**config.mk**
```make
export PLATFORM = sky130hd
export DESIGN_NAME = launch_detect_attitude_drive
export DESIGN_NICKNAME = d
export VERILOG_FILES = /design/src/ldad_pkg.sv /design/src/launch_detect_attitude_drive.sv
export VERILOG_INCLUDE_DIRS = /design/src /design/src/src
export SDC_FILE = /design/constraint.sdc
export NUM_CORES = 2
export LEC_CHECK = 0
export BUFFER_PORTS_ARGS = -buffer_cell sky130_fd_sc_hd__buf_2
export CAP_MARGIN = 20
export CORE_MARGIN = 5
export CORE_UTILIZATION = 41
export CTS_CLUSTER_SIZE = 30
export DETAILED_ROUTE_END_ITERATION = 6
export HOLD_SLACK_MARGIN = 0.08
export PLACE_DENSITY = 0.66
export SYNTH_ARGS = -nofsm -noshare
export SYNTH_HDL_FRONTEND = slang
export SYNTH_SLANG_ARGS = --single-unit
```
**constraint.sdc**
```tcl
create_clock -name clk -period 13.1 [get_ports clk]
set_input_delay 1.965 -clock clk [delete_from_list [all_inputs] [get_ports clk]]
set_output_delay 1.965 -clock clk [all_outputs]
set_load 0.02 [all_outputs]
```
**src/assert_macros.svh**
```systemverilog
// ---------------------------------------------------------------------------
// Assertion macros
// Concurrent assertion wrappers; they compile away when SYNTHESIS is defined.
// ---------------------------------------------------------------------------
`ifndef ASSERT_MACROS_SVH
`define ASSERT_MACROS_SVH
`ifndef SYNTHESIS
// property must hold at every clock edge outside reset
`define ASSERT_CLK(lbl, clk, rstn, prop, msg) \
	lbl: assert property (@(posedge clk) disable iff (!rstn) prop) else $error(msg);
// boolean condition must never be seen outside reset
`define ASSERT_NEVER_CLK(lbl, clk, rstn, cond, msg) \
	lbl: assert property (@(posedge clk) disable iff (!rstn) !(cond)) else $error(msg);
`else
`define ASSERT_CLK(lbl, clk, rstn, prop, msg)
`define ASSERT_NEVER_CLK(lbl, clk, rstn, cond, msg)
`endif
`endif

```
**src/ldad_pkg.sv**
```systemverilog
// ---------------------------------------------------------------------------
// ldad_pkg
// Types, register indexes and helpers for the launch detector and
// attitude-driven velocity command.
// ---------------------------------------------------------------------------
package ldad_pkg;

	// detector counter and time widths
	localparam int COUNT_WIDTH = 8;
	localparam int TIME_WIDTH  = 32;
	localparam int CONF_WIDTH  = 8;
	localparam int CMP_WIDTH   = (COUNT_WIDTH > CONF_WIDTH) ? COUNT_WIDTH : CONF_WIDTH;
	localparam logic [COUNT_WIDTH-1:0] COUNT_MAX = {COUNT_WIDTH{1'b1}};

	// shared multiplier geometry
	localparam int MUL_A_W = 32;
	localparam int MUL_B_W = 16;
	localparam int PROD_W  = 40;
	localparam logic [MUL_B_W-1:0] VEL_SCALE = 16'd180;
	localparam logic [PROD_W-1:0]  ROUND_HALF = 40'd16384;
	localparam int ROUND_SHIFT = 15;

	// configuration port
	localparam int CFG_INDEX_W = 4;
	localparam int CFG_DATA_W  = 32;
	localparam logic [CFG_INDEX_W-1:0] REG_AMBIENT_SQ = 4'd0;
	localparam logic [CFG_INDEX_W-1:0] REG_BURN_SQ    = 4'd1;
	localparam logic [CFG_INDEX_W-1:0] REG_AMB_CONF   = 4'd2;
	localparam logic [CFG_INDEX_W-1:0] REG_BURN_CONF  = 4'd3;
	localparam logic [CFG_INDEX_W-1:0] REG_DEBOUNCE   = 4'd4;
	localparam logic [CFG_INDEX_W-1:0] REG_GAIN       = 4'd5;
	localparam logic [CFG_INDEX_W-1:0] REG_DEADBAND   = 4'd6;
	localparam logic [CFG_INDEX_W-1:0] REG_VMAX       = 4'd7;

	// detector phases
	localparam logic [1:0] PH_AMBIENT  = 2'd0;
	localparam logic [1:0] PH_BURN     = 2'd1;
	localparam logic [1:0] PH_RETURN   = 2'd2;
	localparam logic [1:0] PH_LAUNCHED = 2'd3;

	typedef struct packed {
		logic signed [15:0] accel_x;
		logic signed [15:0] accel_y;
		logic signed [15:0] accel_z;
		logic signed [15:0] roll_angle;
		logic signed [15:0] pitch_angle;
		logic signed [15:0] yaw_angle;
		logic               button_level;
		logic [31:0]        time_ms;
	} sample_t;

	typedef struct packed {
		logic signed [15:0] velocity_q8;
		logic               launched;
		logic [1:0]         phase;
		logic [31:0]        launch_time_ms;
		logic signed [15:0] launch_roll;
		logic signed [15:0] launch_pitch;
		logic signed [15:0] launch_yaw;
	} result_t;

	typedef struct packed {
		logic [31:0] ambient_threshold_sq;
		logic [31:0] burn_threshold_sq;
		logic [7:0]  ambient_confirm;
		logic [7:0]  burn_confirm;
		logic [15:0] debounce_ms;
		logic [15:0] gain_q8;
		logic [14:0] deadband_counts;
		logic [14:0] max_velocity_q8;
	} cfg_t;

	typedef struct packed {
		logic signed [15:0] roll;
		logic signed [15:0] pitch;
		logic signed [15:0] yaw;
	} angles_t;

	// detector state bundle
	typedef struct packed {
		logic [1:0]             phase;
		logic [COUNT_WIDTH-1:0] amb_cnt;
		logic [COUNT_WIDTH-1:0] burn_cnt;
		logic                   btn_prev;
		logic [TIME_WIDTH-1:0]  btn_time;
		logic [TIME_WIDTH-1:0]  cand_time;
		angles_t                cand_ang;
		logic [TIME_WIDTH-1:0]  lat_time;
		angles_t                lat_ang;
	} det_t;

	// magnitude of a raw 16-bit value; -32768 maps to 32768
	function automatic logic [15:0] abs16(input logic signed [15:0] v);
		return v[15] ? 16'(-v) : 16'(v);
	endfunction

	// saturating counter step
	function automatic logic [COUNT_WIDTH-1:0] bump(input logic [COUNT_WIDTH-1:0] c);
		return (c < COUNT_MAX) ? c + 1'b1 : COUNT_MAX;
	endfunction

endpackage

```
**src/launch_detect_attitude_drive.sv**
```systemverilog
// ---------------------------------------------------------------------------
// launch_detect_attitude_drive
// Four-phase launch detector on IMU words with a pitch-driven velocity
// command, worked out on one shared multiplier under a small sequencer.
// ---------------------------------------------------------------------------
// channel   direction  handshake             word
// sample    in         sample_valid/stall    sample_t (accel, angles, button, time)
// result    out        result_valid/stall    result_t (velocity, phase, launch latch)
// cfg       in         cfg_valid/ready       cfg_index, cfg_data
//
// An IMU word passes the square, sum, detector and finish states, with the gain,
// scale and round states before finish when launched and pitch lies outside
// the deadband: the three squares and the two velocity products pass one by one
// through the single multiplier. The result register lets the next word in while
// a result waits; a word finishes only once that register is free. Reset restores
// the register defaults and the detector start state; the cfg port never stalls.
// ---------------------------------------------------------------------------
`include "assert_macros.svh"

module launch_detect_attitude_drive import ldad_pkg::*; (
	input  logic                   clk,
	input  logic                   arst_n,
	input  logic                   sample_valid,
	output logic                   sample_stall,
	input  sample_t                sample,
	output logic                   result_valid,
	input  logic                   result_stall,
	output result_t                result,
	input  logic                   cfg_valid,
	output logic                   cfg_ready,
	input  logic [CFG_INDEX_W-1:0] cfg_index,
	input  logic [CFG_DATA_W-1:0]  cfg_data
);

	typedef enum logic [9:0] {
		ST_IDLE = 10'b0000000001,
		ST_SQX  = 10'b0000000010,
		ST_SQY  = 10'b0000000100,
		ST_SQZ  = 10'b0000001000,
		ST_SUM  = 10'b0000010000,
		ST_DET  = 10'b0000100000,
		ST_MULG = 10'b0001000000,
		ST_M180 = 10'b0010000000,
		ST_RND  = 10'b0100000000,
		ST_FIN  = 10'b1000000000
	} state_t;

	state_t             state_q;
	sample_t            item_q;
	cfg_t               cfg_q;
	det_t               det_q, det_d;
	logic [PROD_W-1:0]  prod_q;
	logic [31:0]        acc_q;
	logic [15:0]        mag_q;
	logic signed [15:0] vel_q;
	result_t            res_q;
	logic               res_valid_q;

	logic [MUL_A_W-1:0]     mul_a;
	logic [MUL_B_W-1:0]     mul_b;
	logic [MUL_A_W+MUL_B_W-1:0] mul_full;
	logic [PROD_W-1:0]      mul_p;
	logic                   is_amb, is_burn;
	logic [TIME_WIDTH-1:0]  now;
	logic [15:0]            pitch_mag;
	logic [PROD_W-1:0]      rounded;
	logic [PROD_W-ROUND_SHIFT-1:0] vel_mag_w;
	logic [15:0]            vel_mag;
	logic                   res_free;

	assign sample_stall = (state_q != ST_IDLE);
	assign cfg_ready    = 1'b1;
	assign result_valid = res_valid_q;
	assign result       = res_q;
	assign res_free     = !res_valid_q || !result_stall;

	// configuration registers
	always_ff @(posedge clk or negedge arst_n) begin
		if (!arst_n) begin
			cfg_q.ambient_threshold_sq <= 32'd5546967;
			cfg_q.burn_threshold_sq    <= 32'd16777216;
			cfg_q.ambient_confirm      <= 8'd3;
			cfg_q.burn_confirm         <= 8'd3;
			cfg_q.debounce_ms          <= 16'd50;
			cfg_q.gain_q8              <= 16'd512;
			cfg_q.deadband_counts      <= 15'd274;
			cfg_q.max_velocity_q8      <= 15'd20480;
		end else if (cfg_valid && cfg_ready) begin
			case (cfg_index)
				REG_AMBIENT_SQ: cfg_q.ambient_threshold_sq <= cfg_data;
				REG_BURN_SQ:    cfg_q.burn_threshold_sq    <= cfg_data;
				REG_AMB_CONF:   cfg_q.ambient_confirm      <= cfg_data[7:0];
				REG_BURN_CONF:  cfg_q.burn_confirm         <= cfg_data[7:0];
				REG_DEBOUNCE:   cfg_q.debounce_ms          <= cfg_data[15:0];
				REG_GAIN:       cfg_q.gain_q8              <= cfg_data[15:0];
				REG_DEADBAND:   cfg_q.deadband_counts      <= cfg_data[14:0];
				REG_VMAX:       cfg_q.max_velocity_q8      <= cfg_data[14:0];
				default: begin
				end
			endcase
		end
	end

	// shared multiplier operand select
	always_comb begin
		case (state_q)
			ST_SQX: begin
				mul_a = MUL_A_W'(abs16(item_q.accel_x));
				mul_b = abs16(item_q.accel_x);
			end
			ST_SQY: begin
				mul_a = MUL_A_W'(abs16(item_q.accel_y));
				mul_b = abs16(item_q.accel_y);
			end
			ST_SQZ: begin
				mul_a = MUL_A_W'(abs16(item_q.accel_z));
				mul_b = abs16(item_q.accel_z);
			end
			ST_MULG: begin
				mul_a = MUL_A_W'(mag_q);
				mul_b = cfg_q.gain_q8;
			end
			ST_M180: begin
				mul_a = prod_q[MUL_A_W-1:0];
				mul_b = VEL_SCALE;
			end
			default: begin
				mul_a = '0;
				mul_b = '0;
			end
		endcase
	end

	// full-width product, then the bits the datapath keeps
	assign mul_full = mul_a * mul_b;
	assign mul_p    = mul_full[PROD_W-1:0];

	// detector update: button first, then phase logic
	assign now       = TIME_WIDTH'(item_q.time_ms);
	assign is_amb    = (acc_q <= cfg_q.ambient_threshold_sq);
	assign is_burn   = (acc_q >= cfg_q.burn_threshold_sq);
	assign pitch_mag = abs16(item_q.pitch_angle);

	always_comb begin
		det_d = det_q;
		if ((item_q.button_level != det_q.btn_prev) &&
		    ((now - det_q.btn_time) > TIME_WIDTH'(cfg_q.debounce_ms))) begin
			det_d.btn_time = now;
			det_d.btn_prev = item_q.button_level;
			if (!item_q.button_level) begin
				det_d.phase    = PH_AMBIENT;
				det_d.amb_cnt  = '0;
				det_d.burn_cnt = '0;
			end
		end
		case (det_d.phase)
			PH_AMBIENT: begin
				if (is_amb) begin
					det_d.amb_cnt = bump(det_d.amb_cnt);
					if (CMP_WIDTH'(det_d.amb_cnt) >= CMP_WIDTH'(cfg_q.ambient_confirm)) begin
						det_d.phase   = PH_BURN;
						det_d.amb_cnt = '0;
					end
				end else begin
					det_d.amb_cnt = '0;
				end
			end
			PH_BURN: begin
				if (is_burn) begin
					det_d.burn_cnt = bump(det_d.burn_cnt);
					if (CMP_WIDTH'(det_d.burn_cnt) >= CMP_WIDTH'(cfg_q.burn_confirm)) begin
						det_d.phase    = PH_RETURN;
						det_d.burn_cnt = '0;
						det_d.amb_cnt  = '0;
					end
				end else begin
					det_d.burn_cnt = '0;
				end
			end
			PH_RETURN: begin
				if (is_amb) begin
					// first ambient word of the run is the launch candidate
					if (det_d.amb_cnt == '0) begin
						det_d.cand_time      = now;
						det_d.cand_ang.roll  = item_q.roll_angle;
						det_d.cand_ang.pitch = item_q.pitch_angle;
						det_d.cand_ang.yaw   = item_q.yaw_angle;
					end
					det_d.amb_cnt = bump(det_d.amb_cnt);
					if (CMP_WIDTH'(det_d.amb_cnt) >= CMP_WIDTH'(cfg_q.ambient_confirm)) begin
						det_d.phase    = PH_LAUNCHED;
						det_d.lat_time = det_d.cand_time;
						det_d.lat_ang  = det_d.cand_ang;
					end
				end else begin
					det_d.amb_cnt = '0;
				end
			end
			default: begin
			end
		endcase
	end

	// velocity rounding and clamp
	assign rounded   = prod_q + ROUND_HALF;
	assign vel_mag_w = rounded[PROD_W-1:ROUND_SHIFT];
	assign vel_mag   = (vel_mag_w > (PROD_W-ROUND_SHIFT)'(cfg_q.max_velocity_q8)) ?
	                   16'(cfg_q.max_velocity_q8) : vel_mag_w[15:0];

	// sequencer and datapath registers
	always_ff @(posedge clk or negedge arst_n) begin
		if (!arst_n) begin
			state_q          <= ST_IDLE;
			res_valid_q      <= 1'b0;
			det_q            <= '{btn_prev: 1'b1, default: '0};
		end else begin
			// result register: loaded by a finishing word, freed by the receiver
			if (state_q == ST_FIN && res_free)
				res_valid_q <= 1'b1;
			else if (res_valid_q && !result_stall)
				res_valid_q <= 1'b0;
			case (state_q)
				ST_IDLE: begin
					if (sample_valid && !sample_stall)
						state_q <= ST_SQX;
				end
				ST_SQX: begin
					state_q <= ST_SQY;
				end
				ST_SQY: begin
					state_q <= ST_SQZ;
				end
				ST_SQZ: begin
					state_q <= ST_SUM;
				end
				ST_SUM: begin
					state_q <= ST_DET;
				end
				ST_DET: begin
					det_q <= det_d;
					if (det_d.phase == PH_LAUNCHED &&
					    pitch_mag >= {1'b0, cfg_q.deadband_counts})
						state_q <= ST_MULG;
					else
						state_q <= ST_FIN;
				end
				ST_MULG: begin
					state_q <= ST_M180;
				end
				ST_M180: begin
					state_q <= ST_RND;
				end
				ST_RND: begin
					state_q <= ST_FIN;
				end
				ST_FIN: begin
					if (res_free)
						state_q <= ST_IDLE;
				end
				default: begin
					state_q <= ST_IDLE;
				end
			endcase
		end
	end

	// payload registers
	always_ff @(posedge clk) begin
		if (sample_valid && !sample_stall)
			item_q <= sample;
		case (state_q)
			ST_SQX, ST_MULG, ST_M180: begin
				prod_q <= mul_p;
			end
			ST_SQY: begin
				prod_q <= mul_p;
				acc_q  <= prod_q[31:0];
			end
			ST_SQZ: begin
				prod_q <= mul_p;
				acc_q  <= acc_q + prod_q[31:0];
			end
			ST_SUM: begin
				acc_q <= acc_q + prod_q[31:0];
			end
			ST_DET: begin
				mag_q <= pitch_mag;
				vel_q <= '0;
			end
			ST_RND: begin
				vel_q <= item_q.pitch_angle[15] ? -$signed(vel_mag) : $signed(vel_mag);
			end
			ST_FIN: begin
				if (res_free) begin
					res_q.velocity_q8    <= vel_q;
					res_q.launched       <= (det_q.phase == PH_LAUNCHED);
					res_q.phase          <= det_q.phase;
					res_q.launch_time_ms <= 32'(det_q.lat_time);
					res_q.launch_roll    <= det_q.lat_ang.roll;
					res_q.launch_pitch   <= det_q.lat_ang.pitch;
					res_q.launch_yaw     <= det_q.lat_ang.yaw;
				end
			end
			default: begin
			end
		endcase
	end

	// checks; a press can drop the phase to await-ambient and confirm it in one step
	`ASSERT_CLK(a_launched_phase, clk, arst_n, result_valid |-> (result.launched == (result.phase == PH_LAUNCHED)), "launched flag disagrees with phase")
	`ASSERT_NEVER_CLK(a_vel_idle, clk, arst_n, result_valid && !result.launched && (result.velocity_q8 != 16'sd0), "velocity before launch")
	`ASSERT_CLK(a_phase_only_in_det, clk, arst_n, (state_q != ST_DET) |=> $stable(det_q.phase), "phase moved outside detector step")
	`ASSERT_CLK(a_phase_step, clk, arst_n, (state_q == ST_DET) |=> ((det_q.phase == $past(det_q.phase)) || (det_q.phase == $past(det_q.phase) + 2'd1) || (det_q.phase == PH_AMBIENT) || (det_q.phase == PH_BURN)), "phase skipped ahead")

endmodule

```
==> impl_metrics.json <==
{
  "period_share_pct": 79.35,
  "vdd_drop_max_uv": 178.1,
  "grt_use_total_pct": 20.66,
  "status": "completed",
  "numPortBuffers": 270,
  "cts_max_level": 3,
  "post_cts_buffers": 0,
  "worst-path-max-fanout": 14,
  "coreArea_um2": 115700,
  "ant_nets": 0,
  "synth-seq-area-share_pct": 40.19,
  "finalCriticalPeriod_ns": 10.39,
  "startpoint": "state_q[2]",
  "synth_area_leaders": "edfxtp_1 (21%), dfrtp_1 (18%), fa_1 (17%)",
  "clk_pin_slew_ns": 0.06,
  "worstSetupStartpointType": "register",
  "root_buffer": "clkbuf_16",
  "ios": 272,
  "die_x_um": 350.6,
  "rows": 125,
  "whs_ns": 0.4187,
  "cp_slowest_cell": "or4b_2",
  "nets": 5604,
  "drc": 0,
  "yosysUniqueCellTypes": 86,
  "fp.dieH_um": 350.6,
  "max_stage_delay_ns": 0.66,
  "cts_resized": 0,
  "crit_type": "reg2reg",
  "worst_path_most_repeated_cell": "fa_1",
  "crit_end": "prod_q[39]",
  "yosys_register_bits": 696,
  "fmax_mhz": 96.20,
  "r2r-end": "prod_q[39]",
  "slew_viol_final": 0,
  "r2r_slack_ns": 2.71,
  "ys_warn_count": 0,
  "clock_latency_ns": 0.67,
  "setup_viol": 0,
  "r2r_start": "state_q[2]",
  "syn_avg_cell_area_um2": 10.90,
  "drtPass1Iterations": 6,
  "grt_pass1_wl_mm": 197.1,
  "dp_hpwl_mm": 95.32,
  "antenna_found_initial": 16,
  "synthCells": 4364,
  "die_area_um2": 122900,
  "worstPathArrival_ns": 10.80,
  "initial_utilization_pct": 41.10,
  "crit_required_ns": 13.50,
  "layout-drive-gt1-share_pct": 13.91,
  "cts_tree": "yes",
  "p_per_area_nw_per_um2": 172.1,
  "clock-sinks": 696,
  "synth_edf_count": 332,
  "hold_buffers": 0,
  "grt_setup_unrepaired": "no",
  "overflow": 0,
  "fin_skew_ns": 0.04713,
  "routed_wl_mm": 125.5,
  "clockBufferDepth": 3,
  "vias": 33160,
  "grt_start_max_net_pins": 130,
  "synth_top_flop_cell": "dfrtp_1",
  "grt_pass1_vias": 34430,
  "min_path_type": "reg2reg",
  "worst_slew_pin_slew_ns": 1.192,
  "finalWeightedCongestion": 0.9780,
  "cts_made_buffers": 78,
  "tns_ns": 0,
  "maxCapViolations": 0,
  "synth_top_area_share_pct": 20.96,
  "drtIter0Drc": 2331,
  "p_leak_nw": 23.42,
  "async_flop_share_pct": 52.30,
  "area_growth_syn_to_layout_pct": 13.27,
  "maxSlewHeadroom_pct": 20.55,
  "synth_top_area_cell": "edfxtp_1",
  "wl_per_cell_um": 19.76,
  "final-hold-violation-count": 0,
  "r2r_cells": 30,
  "worstSetupEndpointType": "register",
  "viasPerCell": 5.219,
  "syn_area_um2": 47570
}
cells by family after synthesis:
| logic type | after synthesis | share of synthesized area, % |
|---|---|---|
| muxes | 312 | 7.221 |
| and+or+nand+nor | 1033 | 9.875 |
| AOI/OAI and AO/OA | 719 | 9.375 |
| adders and majority gates | 676 | 24.00 |
| DFF | 696 | 40.19 |
| other | 2 | 0.01579 |
| buffers and inverters | 751 | 6.105 |
| xor gates and xnor gates | 175 | 3.222 |
metrics by stage:
step | std cells | total power [mW] | setup WS [ns] | util (%) | area, µm²
after floorplan | 4519 | 5.934 | 3.963 | - | 48150
after global placement | 6201 | 6.882 | 3.019 | 44.19 | 51140
after detailed placement | 6202 | 6.971 | 2.799 | 44.20 | 51150
after CTS | 6348 | 9.309 | 2.771 | 46.54 | 53860
after global routing | 6352 | 9.950 | 2.169 | 46.55 | 53870
final | 6353 | 9.271 | 2.705 | 46.55 | 53880
layout make-up:
cell class	count	area, µm²
diodes	5	12.51
clock buffers	106	2190
clock inverters	40	520.5
fillers	10680	61860
inverters	603	2263
multi-input cells	3072	26210
flip-flops and latches	696	19110
well taps	1524	1907
repair buffers	307	1655
metal layers:
layer	up-vias	share of wire, %	global-route usage (%)
li1	15390	-	-
met5	-	0.010	0
met2	1086	46	33.22
met3	239	7.7	4.631
met4	2	3.6	7.051
met1	16440	43	27.81
worst min path at each step:
stage,startpoint,end,slack (ns),cells past startpoint
detailed placement,vel_q[0],result[83],0.40,0
floorplan,vel_q[0],result[83],0.40,0
global route,vel_q[12],result[95],0.43,0
finish,vel_q[0],result[83],0.42,0
CTS,vel_q[0],result[83],0.42,0
global placement,vel_q[0],result[83],0.40,0
worst max-delay path: cells and delay by family (launching register included):
family / cells / cell delay [ns]
XOR/XNOR: 1 / 0.08
buffers and inverters: 3 / 0.15
AO/OA/AOI/OAI: 12 / 3.66
adder cells (fa/ha/maj): 7 / 3.36
AND/OR/NAND/NOR: 7 / 2.52
flip-flops: 1 / 0.41
cell usage after synthesis, drive strengths merged (8+ instances only):
| cell type | number |
|---|---|
| inv | 601 |
| nand2 | 516 |
| fa | 394 |
| dfrtp | 335 |
| edfxtp | 332 |
| ha | 282 |
| o21ai | 231 |
| mux2 | 219 |
| a21oi | 205 |
| nor2 | 191 |
| xnor2 | 116 |
| clkbuf | 115 |
| mux2i | 90 |
| a21o | 69 |
| xor2 | 59 |
| nor3 | 51 |
| nand3 | 40 |
| nand4 | 38 |
| nand2b | 34 |
| buf | 33 |
| and2 | 29 |
| dfstp | 29 |
| nor4 | 25 |
| o21a | 24 |
| or3 | 22 |
| o31ai | 19 |
| nor2b | 18 |
| a211oi | 15 |
| a31oi | 15 |
| a22o | 14 |
| a22oi | 14 |
| o21bai | 14 |
| a211o | 12 |
| o211ai | 12 |
| and3 | 11 |
| o22ai | 11 |
| nor3b | 9 |
| or4 | 9 |
| nand3b | 8 |
| o41ai | 8 |
power by group:
part | total [mW] | switching (mW) | internal (mW)
combinational | 3.90 | 2.26 | 1.64
sequential | 3.08 | 0.308 | 2.77
clock | 2.29 | 0.945 | 1.35
placed cells by master, fill, tap and decap left out, types with 15 or more instances in the layout:
| master | n |
|---|---|
| nand4_1 | 36 |
| nand2_1 | 516 |
| nand2b_1 | 34 |
| clkbuf_16 | 80 |
| a21oi_1 | 204 |
| xor2_1 | 59 |
| buf_2 | 269 |
| and2_1 | 29 |
| fa_1 | 394 |
| o31ai_1 | 18 |
| nand3_1 | 40 |
| dfstp_2 | 29 |
| a211oi_1 | 15 |
| nor4_1 | 24 |
| dfrtp_1 | 335 |
| conb_1 | 157 |
| nor2_1 | 190 |
| mux2_2 | 179 |
| a21o_1 | 69 |
| mux2_1 | 40 |
| mux2i_1 | 90 |
| o21ai_0 | 159 |
| a31oi_1 | 15 |
| nor3_1 | 50 |
| clkbuf_1 | 17 |
| edfxtp_1 | 332 |
| buf_4 | 35 |
| nor2b_1 | 18 |
| xnor2_1 | 116 |
| or3_1 | 22 |
| o21a_1 | 24 |
| ha_1 | 282 |
| o21ai_1 | 71 |
| inv_1 | 601 |
flip-flops by register name (all words and copies together) (netlist names):
signal	cells
result	99
mag_q	16
now	32
det_q	211
cfg_q	142
state_q	10
acc_q	32
result_valid	1
prod_q	40
vel_q	16
item_q	97
Power figures use the tool's default switching activity.
